===== src/lfc_pkg.sv =====
// shared types, constants and the crc-16 byte update for the link frame checker
// no dependencies
package lfc_pkg;

  // frame layout and protocol constants
  localparam int unsigned DEF_PAYLOAD_BYTES = 16;
  localparam int unsigned HDR_LEN = 4;
  localparam logic [7:0]  SYNC_BYTE   = 8'h5A;
  localparam logic [15:0] CRC_POLY    = 16'h8005;
  localparam logic [15:0] CRC_INIT    = 16'hFFFF;
  localparam logic [15:0] END_MARK    = 16'h0D0A;
  localparam logic [3:0]  ACK_CODE    = 4'hA;
  localparam logic [7:0]  NIBBLE_MASK = 8'h0F;

  // result queue in the back end
  localparam int unsigned OQ_DEPTH = 4;
  localparam int unsigned OQ_AW = $clog2(OQ_DEPTH);
  localparam int unsigned OQ_CW = $clog2(OQ_DEPTH + 1);

  typedef enum logic [1:0] {
    ST_OK       = 2'd0,
    ST_BAD_SYNC = 2'd1,
    ST_BAD_CRC  = 2'd2,
    ST_BAD_END  = 2'd3
  } status_t;

  // one checked frame, handed from front to back
  typedef struct packed {
    status_t    status;
    logic       from_master;
    logic       retransmit;
    logic [7:0] type_code;
    logic [3:0] sender_counter;
    logic       ack_seen;
    logic       slot;
  } job_t;

  // one result item
  typedef struct packed {
    status_t    status;
    logic       from_master;
    logic       retransmit;
    logic [7:0] type_code;
    logic [3:0] sender_counter;
    logic       ack_seen;
    logic [7:0] payload_byte;
    logic [3:0] payload_index;
    logic       last;
  } result_t;

  // payload buffer slot handed back by the back end
  typedef struct packed {
    logic valid;
    logic slot;
  } release_t;

  // crc-16, msb first, one byte
  function automatic logic [15:0] crc16_byte(input logic [15:0] crc, input logic [7:0] b);
    logic [15:0] c;
    c = crc ^ {b, 8'h00};
    for (int k = 0; k < 8; k++) begin
      if (c[15]) begin
        c = {c[14:0], 1'b0} ^ CRC_POLY;
      end else begin
        c = {c[14:0], 1'b0};
      end
    end
    return c;
  endfunction

endpackage


===== src/lfc_ram.sv =====
// generic single write port ram with registered read
// no dependencies
module lfc_ram #(
  parameter int unsigned WIDTH = 8,
  parameter int unsigned DEPTH = 32
) (
  input  logic                     clk,
  input  logic                     we,
  input  logic [$clog2(DEPTH)-1:0] waddr,
  input  logic [WIDTH-1:0]         wdata,
  input  logic [$clog2(DEPTH)-1:0] raddr,
  output logic [WIDTH-1:0]         rdata
);

  logic [WIDTH-1:0] mem [DEPTH];

  // write and registered read
  always_ff @(posedge clk) begin
    if (we) begin
      mem[waddr] <= wdata;
    end
    rdata <= mem[raddr];
  end

endmodule


===== src/lfc_job_fifo.sv =====
// two-entry queue of checked frames between front and back end
// depends on lfc_pkg
module lfc_job_fifo
  import lfc_pkg::*;
(
  input  logic clk,
  input  logic rst,
  input  logic push,
  input  job_t wdata,
  output logic full,
  input  logic pop,
  output logic empty,
  output job_t head
);

  job_t       entry [2];
  logic       wr_ptr;
  logic       rd_ptr;
  logic [1:0] count;

  assign full  = (count == 2'd2);
  assign empty = (count == 2'd0);
  assign head  = entry[rd_ptr];

  // pointers and fill count
  always_ff @(posedge clk) begin
    if (rst) begin
      wr_ptr <= 1'b0;
      rd_ptr <= 1'b0;
      count  <= 2'd0;
    end else begin
      if (push) begin
        wr_ptr <= ~wr_ptr;
      end
      if (pop) begin
        rd_ptr <= ~rd_ptr;
      end
      if (push && !pop) begin
        count <= count + 2'd1;
      end else if (pop && !push) begin
        count <= count - 2'd1;
      end
    end
  end

  // storage
  always_ff @(posedge clk) begin
    if (push) begin
      entry[wr_ptr] <= wdata;
    end
  end

endmodule


===== src/lfc_front.sv =====
// front end: takes frame bytes, runs the crc, buffers payload, checks the frame
// depends on lfc_pkg; writes the payload ram and pushes into the job queue
module lfc_front
  import lfc_pkg::*;
#(
  parameter int unsigned PAYLOAD_BYTES = DEF_PAYLOAD_BYTES,
  localparam int unsigned ADDR_W = $clog2(2 * PAYLOAD_BYTES)
) (
  input  logic              clk,
  input  logic              rst,
  input  logic              push,
  input  logic [7:0]        rx_byte,
  input  logic              frame_start,
  output logic              full,
  output logic              job_push,
  output job_t              job,
  input  logic              job_full,
  input  release_t          rel,
  output logic              ram_we,
  output logic [ADDR_W-1:0] ram_waddr,
  output logic [7:0]        ram_wdata
);

  localparam int unsigned CRC_POS   = HDR_LEN + PAYLOAD_BYTES;
  localparam int unsigned FRAME_LEN = CRC_POS + 4;
  localparam int unsigned POS_W     = $clog2(FRAME_LEN);

  logic [POS_W-1:0] pos;
  logic [15:0]      crc;
  logic             sync_ok;
  logic [7:0]       hdr [3];
  logic [15:0]      rx_crc;
  logic [7:0]       end_low;
  logic             wr_slot;
  logic [1:0]       busy;

  logic             accept;
  logic [POS_W-1:0] pos_eff;
  logic [POS_W-1:0] pay_off;
  logic             in_payload;
  logic             final_byte;
  logic [15:0]      crc_in;
  logic [15:0]      endm;
  status_t          chk;

  // input accepted unless the write slot still drains or no job space is left
  assign full   = busy[wr_slot] || job_full;
  assign accept = push && !full;

  // position of this byte and checks on the final byte
  always_comb begin
    pos_eff    = frame_start ? '0 : pos;
    pay_off    = pos_eff - POS_W'(HDR_LEN);
    in_payload = (pos_eff >= POS_W'(HDR_LEN)) && (pos_eff < POS_W'(CRC_POS));
    final_byte = (pos_eff == POS_W'(FRAME_LEN - 1));
    crc_in     = (pos_eff == '0) ? CRC_INIT : crc;
    endm       = {rx_byte, end_low};
    if (!sync_ok) begin
      chk = ST_BAD_SYNC;
    end else if (rx_crc != crc) begin
      chk = ST_BAD_CRC;
    end else if (endm != END_MARK) begin
      chk = ST_BAD_END;
    end else begin
      chk = ST_OK;
    end
  end

  // payload write into the current slot
  assign ram_we    = accept && in_payload;
  assign ram_wdata = rx_byte;
  assign ram_waddr = wr_slot ? ADDR_W'(PAYLOAD_BYTES) + ADDR_W'(pay_off) : ADDR_W'(pay_off);

  // job for a finished frame, header fields zero on error
  always_comb begin
    job_push = accept && final_byte;
    job      = '0;
    job.status = chk;
    job.slot   = wr_slot;
    if (chk == ST_OK) begin
      job.from_master    = hdr[0][7];
      job.retransmit     = hdr[0][6];
      job.type_code      = hdr[1];
      job.sender_counter = hdr[2][7:4];
      job.ack_seen       = ((hdr[2] & NIBBLE_MASK) == {4'h0, ACK_CODE});
    end
  end

  // position, crc and slot control
  always_ff @(posedge clk) begin
    if (rst) begin
      pos     <= '0;
      crc     <= CRC_INIT;
      sync_ok <= 1'b0;
      wr_slot <= 1'b0;
      busy    <= 2'b00;
    end else begin
      if (rel.valid) begin
        busy[rel.slot] <= 1'b0;
      end
      if (accept) begin
        if (pos_eff < POS_W'(CRC_POS)) begin
          crc <= crc16_byte(crc_in, rx_byte);
        end
        if (pos_eff == '0) begin
          sync_ok <= (rx_byte == SYNC_BYTE);
        end
        if (final_byte) begin
          pos <= '0;
          crc <= CRC_INIT;
          if (chk == ST_OK) begin
            busy[wr_slot] <= 1'b1;
            wr_slot       <= ~wr_slot;
          end
        end else begin
          pos <= pos_eff + POS_W'(1);
        end
      end
    end
  end

  // header, received crc and end mark bytes
  always_ff @(posedge clk) begin
    if (rst) begin
      hdr[0]  <= '0;
      hdr[1]  <= '0;
      hdr[2]  <= '0;
      rx_crc  <= '0;
      end_low <= '0;
    end else if (accept) begin
      if (pos_eff == POS_W'(1)) begin
        hdr[0] <= rx_byte;
      end
      if (pos_eff == POS_W'(2)) begin
        hdr[1] <= rx_byte;
      end
      if (pos_eff == POS_W'(3)) begin
        hdr[2] <= rx_byte;
      end
      if (pos_eff == POS_W'(CRC_POS)) begin
        rx_crc[7:0] <= rx_byte;
      end
      if (pos_eff == POS_W'(CRC_POS + 1)) begin
        rx_crc[15:8] <= rx_byte;
      end
      if (pos_eff == POS_W'(CRC_POS + 2)) begin
        end_low <= rx_byte;
      end
    end
  end

endmodule


===== src/lfc_back.sv =====
// back end: turns queued frames into result items, reading payload from the ram
// depends on lfc_pkg; feeds a small result queue that the receiver pops
module lfc_back
  import lfc_pkg::*;
#(
  parameter int unsigned PAYLOAD_BYTES = DEF_PAYLOAD_BYTES,
  localparam int unsigned ADDR_W = $clog2(2 * PAYLOAD_BYTES)
) (
  input  logic              clk,
  input  logic              rst,
  input  logic              job_empty,
  input  job_t              job,
  output logic              job_pop,
  output release_t          rel,
  output logic [ADDR_W-1:0] ram_raddr,
  input  logic [7:0]        ram_rdata,
  input  logic              pop,
  output logic              empty,
  output result_t           head
);

  localparam int unsigned IW = (PAYLOAD_BYTES > 1) ? $clog2(PAYLOAD_BYTES) : 1;

  logic [IW-1:0]    idx;
  logic             iss_valid;
  result_t          iss;
  result_t          oq [OQ_DEPTH];
  logic [OQ_AW-1:0] oq_head;
  logic [OQ_AW-1:0] oq_tail;
  logic [OQ_CW-1:0] oq_count;

  logic    can_issue;
  logic    issue;
  logic    is_err;
  logic    last_issue;
  logic    out_pop;
  result_t iss_next;
  result_t push_item;

  // issue one result when the queue has room for it and the one in flight
  assign can_issue  = (oq_count + OQ_CW'(iss_valid)) < OQ_CW'(OQ_DEPTH);
  assign issue      = can_issue && !job_empty;
  assign is_err     = (job.status != ST_OK);
  assign last_issue = is_err || (idx == IW'(PAYLOAD_BYTES - 1));
  assign job_pop    = issue && last_issue;
  assign rel.valid  = issue && last_issue && !is_err;
  assign rel.slot   = job.slot;
  assign ram_raddr  = job.slot ? ADDR_W'(PAYLOAD_BYTES) + ADDR_W'(idx) : ADDR_W'(idx);

  assign empty   = (oq_count == '0);
  assign head    = oq[oq_head];
  assign out_pop = pop && !empty;

  // descriptor of the issued item, payload filled in from the registered ram read
  always_comb begin
    iss_next                = '0;
    iss_next.status         = job.status;
    iss_next.from_master    = job.from_master;
    iss_next.retransmit     = job.retransmit;
    iss_next.type_code      = job.type_code;
    iss_next.sender_counter = job.sender_counter;
    iss_next.ack_seen       = job.ack_seen;
    iss_next.payload_index  = is_err ? 4'h0 : 4'(idx);
    iss_next.last           = last_issue;
    push_item               = iss;
    if (iss.status == ST_OK) begin
      push_item.payload_byte = ram_rdata;
    end
  end

  // issue control and result queue pointers
  always_ff @(posedge clk) begin
    if (rst) begin
      idx       <= '0;
      iss_valid <= 1'b0;
      oq_head   <= '0;
      oq_tail   <= '0;
      oq_count  <= '0;
    end else begin
      iss_valid <= issue;
      if (issue) begin
        idx <= last_issue ? '0 : idx + IW'(1);
      end
      if (iss_valid) begin
        oq_tail <= oq_tail + OQ_AW'(1);
      end
      if (out_pop) begin
        oq_head <= oq_head + OQ_AW'(1);
      end
      if (iss_valid && !out_pop) begin
        oq_count <= oq_count + OQ_CW'(1);
      end else if (out_pop && !iss_valid) begin
        oq_count <= oq_count - OQ_CW'(1);
      end
    end
  end

  // payload registers
  always_ff @(posedge clk) begin
    if (issue) begin
      iss <= iss_next;
    end
    if (iss_valid) begin
      oq[oq_tail] <= push_item;
    end
  end

endmodule


===== src/link_frame_checker_crc16_unit.sv =====
// Link frame checker with CRC-16 (poly 0x8005, init 0xFFFF, msb first).
// Input side is a queue: one frame byte per item, pushed with push while full
// is low; frame_start marks byte 0 and drops any partial frame. A frame is
// 4 header bytes, PAYLOAD_BYTES payload bytes, a little-endian crc and the
// end mark 0x0A 0x0D. Bytes are taken one per cycle while full is low.
// Output side is a queue: a result item waits on the ports while empty is low
// and leaves with pop. A good frame gives one item per payload byte, carrying
// the header fields; a failed check gives one item with the error status.
// The first item of a frame passes the frame queue, issue register and result
// queue; the payload then drains at one item per cycle while the result queue
// has room, from a double-buffered payload ram, one read port, so the drain overlaps the next frame's bytes.
// full rises while the next payload slot is still draining or the two-entry
// frame queue is full; a stalled receiver thus holds the input back only
// after one complete frame is buffered behind the one being drained.
// Reset clears position, crc, checks and all queues; no clearing pass.
// depends on lfc_pkg, lfc_front, lfc_job_fifo, lfc_back, lfc_ram
module link_frame_checker_crc16_unit
  import lfc_pkg::*;
#(
  parameter int unsigned PAYLOAD_BYTES = DEF_PAYLOAD_BYTES
) (
  input  logic       clk,
  input  logic       rst,
  input  logic       push,
  output logic       full,
  input  logic [7:0] rx_byte,
  input  logic       frame_start,
  output logic       empty,
  input  logic       pop,
  output logic [1:0] status,
  output logic       from_master,
  output logic       retransmit,
  output logic [7:0] type_code,
  output logic [3:0] sender_counter,
  output logic       ack_seen,
  output logic [7:0] payload_byte,
  output logic [3:0] payload_index,
  output logic       last
);

  localparam int unsigned ADDR_W = $clog2(2 * PAYLOAD_BYTES);

  logic              job_push;
  job_t              job_in;
  logic              job_full;
  logic              job_pop;
  logic              job_empty;
  job_t              job_head;
  release_t          rel;
  logic              ram_we;
  logic [ADDR_W-1:0] ram_waddr;
  logic [7:0]        ram_wdata;
  logic [ADDR_W-1:0] ram_raddr;
  logic [7:0]        ram_rdata;
  result_t           res;

  lfc_front #(.PAYLOAD_BYTES(PAYLOAD_BYTES)) u_front (
    .clk        (clk),
    .rst        (rst),
    .push       (push),
    .rx_byte    (rx_byte),
    .frame_start(frame_start),
    .full       (full),
    .job_push   (job_push),
    .job        (job_in),
    .job_full   (job_full),
    .rel        (rel),
    .ram_we     (ram_we),
    .ram_waddr  (ram_waddr),
    .ram_wdata  (ram_wdata)
  );

  lfc_job_fifo u_jobs (
    .clk  (clk),
    .rst  (rst),
    .push (job_push),
    .wdata(job_in),
    .full (job_full),
    .pop  (job_pop),
    .empty(job_empty),
    .head (job_head)
  );

  lfc_ram #(.WIDTH(8), .DEPTH(2 * PAYLOAD_BYTES)) u_payload_ram (
    .clk  (clk),
    .we   (ram_we),
    .waddr(ram_waddr),
    .wdata(ram_wdata),
    .raddr(ram_raddr),
    .rdata(ram_rdata)
  );

  lfc_back #(.PAYLOAD_BYTES(PAYLOAD_BYTES)) u_back (
    .clk      (clk),
    .rst      (rst),
    .job_empty(job_empty),
    .job      (job_head),
    .job_pop  (job_pop),
    .rel      (rel),
    .ram_raddr(ram_raddr),
    .ram_rdata(ram_rdata),
    .pop      (pop),
    .empty    (empty),
    .head     (res)
  );

  // result fields
  assign status         = res.status;
  assign from_master    = res.from_master;
  assign retransmit     = res.retransmit;
  assign type_code      = res.type_code;
  assign sender_counter = res.sender_counter;
  assign ack_seen       = res.ack_seen;
  assign payload_byte   = res.payload_byte;
  assign payload_index  = res.payload_index;
  assign last           = res.last;

endmodule

===== config.mk =====
export PLATFORM = sky130hd
export DESIGN_NAME = link_frame_checker_crc16_unit
export DESIGN_NICKNAME = d
export VERILOG_FILES = /design/src/lfc_pkg.sv /design/src/lfc_ram.sv /design/src/lfc_job_fifo.sv /design/src/lfc_front.sv /design/src/lfc_back.sv /design/src/link_frame_checker_crc16_unit.sv
export SDC_FILE = /design/constraint.sdc
export NUM_CORES = 1
export LEC_CHECK = 0
export ABC_AREA = 1
export BUFFER_PORTS_ARGS = -buffer_cell sky130_fd_sc_hd__buf_2
export CAP_MARGIN = 20
export CORE_MARGIN = 8
export CORE_UTILIZATION = 38
export CTS_CLUSTER_DIAMETER = 40
export DETAILED_ROUTE_END_ITERATION = 10
export GPL_TIMING_DRIVEN = 0
export PLACE_DENSITY = 0.59
export RECOVER_POWER = 25
export SLEW_MARGIN = 15
export SYNTH_ARGS = -nofsm -noshare
export SYNTH_HDL_FRONTEND = slang
export SYNTH_SLANG_ARGS = --single-unit

===== constraint.sdc =====
create_clock -name clk -period 3.7 [get_ports clk]
set_input_delay 0.74 -clock clk [delete_from_list [all_inputs] [get_ports clk]]
set_output_delay 0.74 -clock clk [all_outputs]
set_load 0.05 [all_outputs]

==> impl_metrics.csv, run 1 <==
group,metric,value,unit
pwr,p_per_area,699,nW/um^2
layout,n_antenna_cell,0,
timing,fmax,304,MHz
worst_setup_path,rr_endpoint,"u_payload_ram.mem[20][0]",
clocking,clkTransAtPathRegs,0.06,ns
die,initial_core_util,38.3,%
die,die_area,63200,sq um
min_path,worstHoldStart,"u_jobs.rd_ptr",
clocking,postCtsSetupBuffers,0,
run_status,status,"complete, but fails checks",
run,maxCapViolations,1,
synthesis,yosysWarnings,0,
min_path,min_path_cells,1,
timing,tns,0,ns
timing,max_slew_margin,-25.1,%
layout,final_cells,2672,
grt,grt_pass1_wl,79.7,mm
synthesis,syn-instance-count,1745,
routing,first_pass_iters,7,
clocking,clockBufferDepth,3,
placement,dp_hpwl,33.8,mm
synthesis,synth-seq-area-share,71.6,%
synthesis,synth-seq-cells,528,
synthesis,ys_types,41,
die,core.rowCount,86,
timing,clock-skew-final,0.0251,ns
synthesis,async_flop_share,0,%
pwr,p_leak,8.71,nW
worst_setup_path,cp_max_fo,9,
placement,dpl.cell_count,2541,
clocking,clockRootBuffer,"clkbuf_16",
worst_setup_path,slowest_delay,0.79,ns
layout,area_growth,17.5,%
worst_setup_path,critical_path.cell_chain,"inv_1 > nor2_1 > inv_1 > ha_1 > xor2_1 > or2_2 > nand2_1 > nand3_1 > nor2_1",
placement,dp_slack,-0.174,ns
worst_setup_path,cp_slowest_cell,"nor2_1",
run_status,violations,"capacitance limit, slew limit",
placement,port_buffers,43,
routing,ant_nets,0,
placement,dpl_cell_area,22300,sq um
die,core_area,55000,sq um
routing,drtIter0Drc,1300,
worst_setup_path,cp-start-kind,"flop",
routing,via_per_inst,5.21,
pwr,peakVddDrop,0.379,mV
routing,drc,0,
timing,finalHoldViolations,0,
synthesis,synth.area.top_cells,"edfxtp_1, dfxtp_1, o21ai_0",
routing,route.detailed.wl_per_inst,19.6,um
grt,grt_max_degree,39,
layout,final_area,24800,sq um
synthesis,yosys.area.top_type,"edfxtp_1",
worst_setup_path,cp_num_buf_inv,2,
placement,gp_congestion,0.908,
layout,final_layout_size_suffix_gt1_share,11.6,%
worst_setup_path,required,3.93,ns
worst_setup_path,cp.depth,9,
worst_setup_path,cp.arrival,3.52,ns
clocking,cts_tree,"yes",
routing,vias,13900,
worst_setup_path,endpoint_kind,"flop",
clocking,numCtsBuffers,72,
min_path,hold_end,"u_jobs.rd_ptr",
die,die_h,251,um
timing,rsz0062_at_grt,"no",
synthesis,synth_top_area_share,64.4,%
die,die_x,251,um
grt,grt_pass1_vias,13800,
clocking,clock_latency,0.61,ns
layout,final_nets,1896,
synthesis,postSynthAreaPerCell,12.1,sq um
routing,drt-total-wl,52.3,mm
synthesis,syn_nets,1774,
timing,finalSetupViolCount,0,
synthesis,synthFlopType,"edfxtp_1",
worst_setup_path,setup.worst_path.class,"reg -> reg",
min_path,min_path_type,"reg -> reg",
worst_setup_path,crit_family,"simple AND/OR/NAND/NOR gates",
worst_setup_path,r2r_slack,0.41,ns
synthesis,syn_area,21100,sq um
synthesis,synth_edf_count,452,
clocking,clock-sinks,528,
timing,setup_ws,0.409,ns
layout,mostFrequentLayoutCell,"edfxtp_1",
layout,final_cell_mix,"edfxtp_1, nor2_1, o21ai_0, inv_1, nand2_1",
timing,slew_viol_final,37,
grt,overflow,0,
worst_setup_path,reg2reg_from,"u_front.pos[2]",
worst_setup_path,reg2regPathDepth,9,
grt,antenna_found_initial,1,
timing,tightestPinTransition,1.88,ns
grt,grt.total_usage,16.2,%
clocking,htreeDepth,3,
timing,fin_crit_sh,88.9,%
clocking,cts_resized,0,
clocking,postCtsHoldBufs,0,
die,pin_count,45,
timing,final.min_clock_period,3.29,ns
-- through the flow --
| step | total power, mW | utilization, % | hold WS [ns] |
|---|---|---|---|
| after floorplan | 9.44 | - | 0.426 |
| after global placement | 10.4 | 40.4 | 0.436 |
| after detailed placement | 10.5 | 40.6 | 0.444 |
| after CTS | 17.4 | 45.0 | 0.454 |
| after global routing | 18.0 | 45.0 | 0.485 |
| final | 17.3 | 45.0 | 0.457 |
-- kinds of logic (layout without fill, tap and decap cells) --
family	Yosys count	in the layout	share of synthesized area, %
flops	528	528	71.6
xor+xnor	19	19	0.932
mux	17	17	0.897
simple gates	508	508	10.1
buf+inv	220	399	4.00
fa+ha+maj	16	16	0.986
compound gates	437	437	11.5
-- state kept, by name, summed over array words and instances, names as in the netlist, 16 cells and up, named ones only --
| register | count |
|---|---|
| u_jobs.entry | 36 |
| u_front.crc | 16 |
| u_back.iss | 22 |
| u_back.oq | 120 |
| u_front.rx_crc | 16 |
| u_payload_ram.mem | 256 |
| u_front.hdr | 18 |
-- synthesized netlist by cell type (2+ instances only) --
cell,instances
xor2_1,4
nor2_1,286
nor4_1,8
xor2_2,4
ha_1,15
buf_2,7
clkinv_1,2
nand2_2,4
xnor2_1,11
o22ai_1,68
mux2_2,15
inv_1,126
edfxtp_1,452
nor3_1,5
nand3_1,60
nand2_4,3
dfxtp_1,76
buf_1,7
nand2_1,117
a21oi_1,59
nand3_2,3
inv_2,5
o211ai_1,14
clkbuf_1,72
nand4_1,13
o21ai_0,263
mux2i_1,2
o221ai_1,26
or2_2,6
-- power by group --
| group | total (mW) | switching [mW] | leakage, nW | internal, mW |
|---|---|---|---|---|
| combinational | 3.10 | 2.33 | 2.73 | 0.771 |
| clock | 6.90 | 2.74 | 1.17 | 4.16 |
| sequential | 7.30 | 0.240 | 4.81 | 7.06 |
| total | 17.3 | 5.31 | 8.71 | 12.0 |
-- final cells by class --
type	count	area [sq um]
repair buffers	48	312
flip-flops and latches	528	15100
clock buffers	79	1870
fillers	4940	30200
plain buffers	87	343
clock inverters	52	559
well taps	748	936
multi-input cells	997	5150
inverters	133	499
-- metal layers --
metal | vias to the layer above | share of wire (%) | track usage, % | wire [um]
li1 | 6552 | - | - | -
met1 | 6738 | 43 | 21.2 | 22500
met2 | 525 | 46 | 25.9 | 24100
met3 | 108 | 7.7 | 3.54 | 4020
met4 | 2 | 3.2 | 6.95 | 1690
met5 | - | 0.023 | 0 | 12
-- worst max-delay path by stage --
stage	start	end
floorplan	frame_start	u_jobs.entry[1][0]
global placement	frame_start	u_jobs.entry[1][11]
detailed placement	frame_start	u_payload_ram.mem[23][5]
CTS	u_front.pos[2]	u_payload_ram.mem[23][3]
global route	u_front.pos[2]	u_front.crc[15]
finish	u_front.pos[2]	u_payload_ram.mem[20][0]
Note: power is estimated with default switching activity, not from simulation.
==> run 2, diff against run 1 <==
clock period = 3.6 ns   (was 3.7 ns; I/O delays follow)
==> impl_metrics.csv, run 2 (synthesis gave the netlist of run 1 again) <==
group,metric,value,unit
run_status,status,"complete, but fails checks",
run_status,violations,"capacitance limit, slew limit",
routing,route.detailed.wl_per_inst,19.6,um
die,die_area,63200,sq um
worst_setup_path,cp-start-kind,"flop",
clocking,clockRootBuffer,"clkbuf_16",
layout,n_antenna_cell,0,
placement,dpl.cell_count,2541,
clocking,clock_latency,0.61,ns
min_path,min_path_type,"reg -> reg",
clocking,postCtsHoldBufs,0,
timing,fin_crit_sh,90.4,%
layout,area_growth,17.5,%
routing,ant_nets,0,
clocking,postCtsSetupBuffers,0,
placement,gp_congestion,0.908,
layout,reg_top3,"u_payload_ram.mem: 256 flops, u_back.oq: 120 flops, u_jobs.entry: 36 flops",
layout,final_cell_mix,"edfxtp_1, nor2_1, o21ai_0, inv_1, nand2_1",
grt,grt_max_degree,39,
timing,max_slew_margin,-25.8,%
grt,antenna_found_initial,1,
timing,finalHoldViolations,0,
die,core.rowCount,86,
worst_setup_path,required,2.88,ns
pwr,p_per_area,718,nW/um^2
die,die_h,251,um
placement,dp_hpwl,33.8,mm
pwr,swShare,30.7,%
die,pin_count,45,
worst_setup_path,cp_num_buf_inv,4,
routing,via_per_inst,5.25,
layout,final_cells,2672,
grt,grt_pass1_wl,79.7,mm
clocking,htreeDepth,3,
timing,finalSetupViolCount,0,
clocking,clock-sinks,528,
timing,final.min_clock_period,3.25,ns
worst_setup_path,setup.worst_path.class,"reg -> out",
pwr,clock_power_share,39.8,%
timing,setup_ws,0.345,ns
worst_setup_path,endpoint_kind,"primary output",
die,initial_core_util,38.3,%
timing,rsz0062_at_grt,"no",
routing,drtIter0Drc,1248,
worst_setup_path,cp.arrival,2.53,ns
placement,port_buffers,43,
routing,top_layer_used,"met5",
pwr,seqPwrFrac,42.2,%
layout,final_layout_size_suffix_gt1_share,11.7,%
pwr,intPower,12.3,mW
worst_setup_path,cp_slowest_cell,"buf_1",
routing,first_pass_iters,5,
clocking,cts_tree,"yes",
pwr,peakVddDrop,0.390,mV
clocking,clockBufferDepth,3,
routing,vias,14000,
routing,wl_met3,4.11,mm
grt,overflow,0,
pwr,p_switching,5.46,mW
timing,slew_viol_final,37,
placement,dp_slack,-0.254,ns
run,maxCapViolations,1,
layout,mostFrequentLayoutCell,"edfxtp_1",
routing,drc,0,
timing,tightestPinTransition,1.89,ns
pwr,pwr-share-comb,18.0,%
grt,grt.total_usage,16.2,%
grt,grt_pass1_vias,13800,
worst_setup_path,cp_max_fo,10,
die,die_x,251,um
pwr,p_leak,8.71,nW
die,core_area,55000,sq um
worst_setup_path,crit_family,"buffers and inverters",
worst_setup_path,critical_path.cell_chain,"clkbuf_1 > inv_1 > buf_1 > nor2_1 > o22ai_1 > buf_2",
clocking,clkTransAtPathRegs,0.06,ns
layout,regMostFlops,"u_payload_ram.mem",
timing,fmax,307,MHz
clocking,numCtsBuffers,72,
worst_setup_path,slowest_delay,0.47,ns
layout,largest_reg_flops,256,
layout,final_nets,1896,
routing,met2_length,24.1,mm
routing,drt-total-wl,52.3,mm
routing,met1_length,22.4,mm
timing,clock-skew-final,0.0229,ns
[run 2: worst paths after layout]
kind / from / end / slack [ns] / cells after the start
max: flop / status[0] / 0.35 / 6
min: u_jobs.rd_ptr / u_jobs.rd_ptr / 0.46 / 1
max reg2reg: u_front.wr_slot / u_payload_ram.mem[20][0] / 0.36 / 10
min reg2reg: u_jobs.rd_ptr / u_jobs.rd_ptr / 0.46 / 1
[run 2: layer usage]
| layer | GRT usage (%) | vias up |
|---|---|---|
| met5 | 0 | - |
| met4 | 6.95 | 2 |
| met3 | 3.54 | 107 |
| met2 | 25.9 | 547 |
| met1 | 21.2 | 6821 |
| li1 | - | 6544 |
[run 2: layout make-up]
class	count	area [sq um]
Buffer	87	343
Sequential cell	528	15100
Tap cell	748	936
Multi-Input combinational cell	997	5150
Clock inverter	52	559
Fill cell	4941	30200
Clock buffer	79	1870
Timing Repair Buffer	48	312
Inverter	133	499
[run 2: timing repair]
item / 4_1_cts / 5_1_grt
setup endpoints to repair: 0 / 1
gates resized for setup: 0 / 1
endpoints found under the hold margin: 0 / 0
[run 2: power groups by stage]
stage	Combinational, mW	Sequential, mW	Clock [mW]
2_1_floorplan	2.16	7.54	0
3_3_place_gp	3.06	7.62	0
3_5_place_dp	3.20	7.63	0
4_1_cts	3.21	7.50	7.19
5_1_grt	3.48	7.55	7.45
6_report	3.20	7.50	7.09
[run 2: metrics by stage]
step | utilization (%) | area [sq um] | hold WS, ns | power (mW) | TNS (ns)
finish | 45.0 | 24800 | 0.459 | 17.8 | 0
global route | 45.0 | 24800 | 0.485 | 18.5 | 0
CTS | 45.0 | 24800 | 0.454 | 17.9 | 0
detailed placement | 40.6 | 22300 | 0.444 | 10.8 | -25.62
global placement | 40.4 | 22200 | 0.436 | 10.7 | -54.96
floorplan | - | 21100 | 0.426 | 9.70 | 0
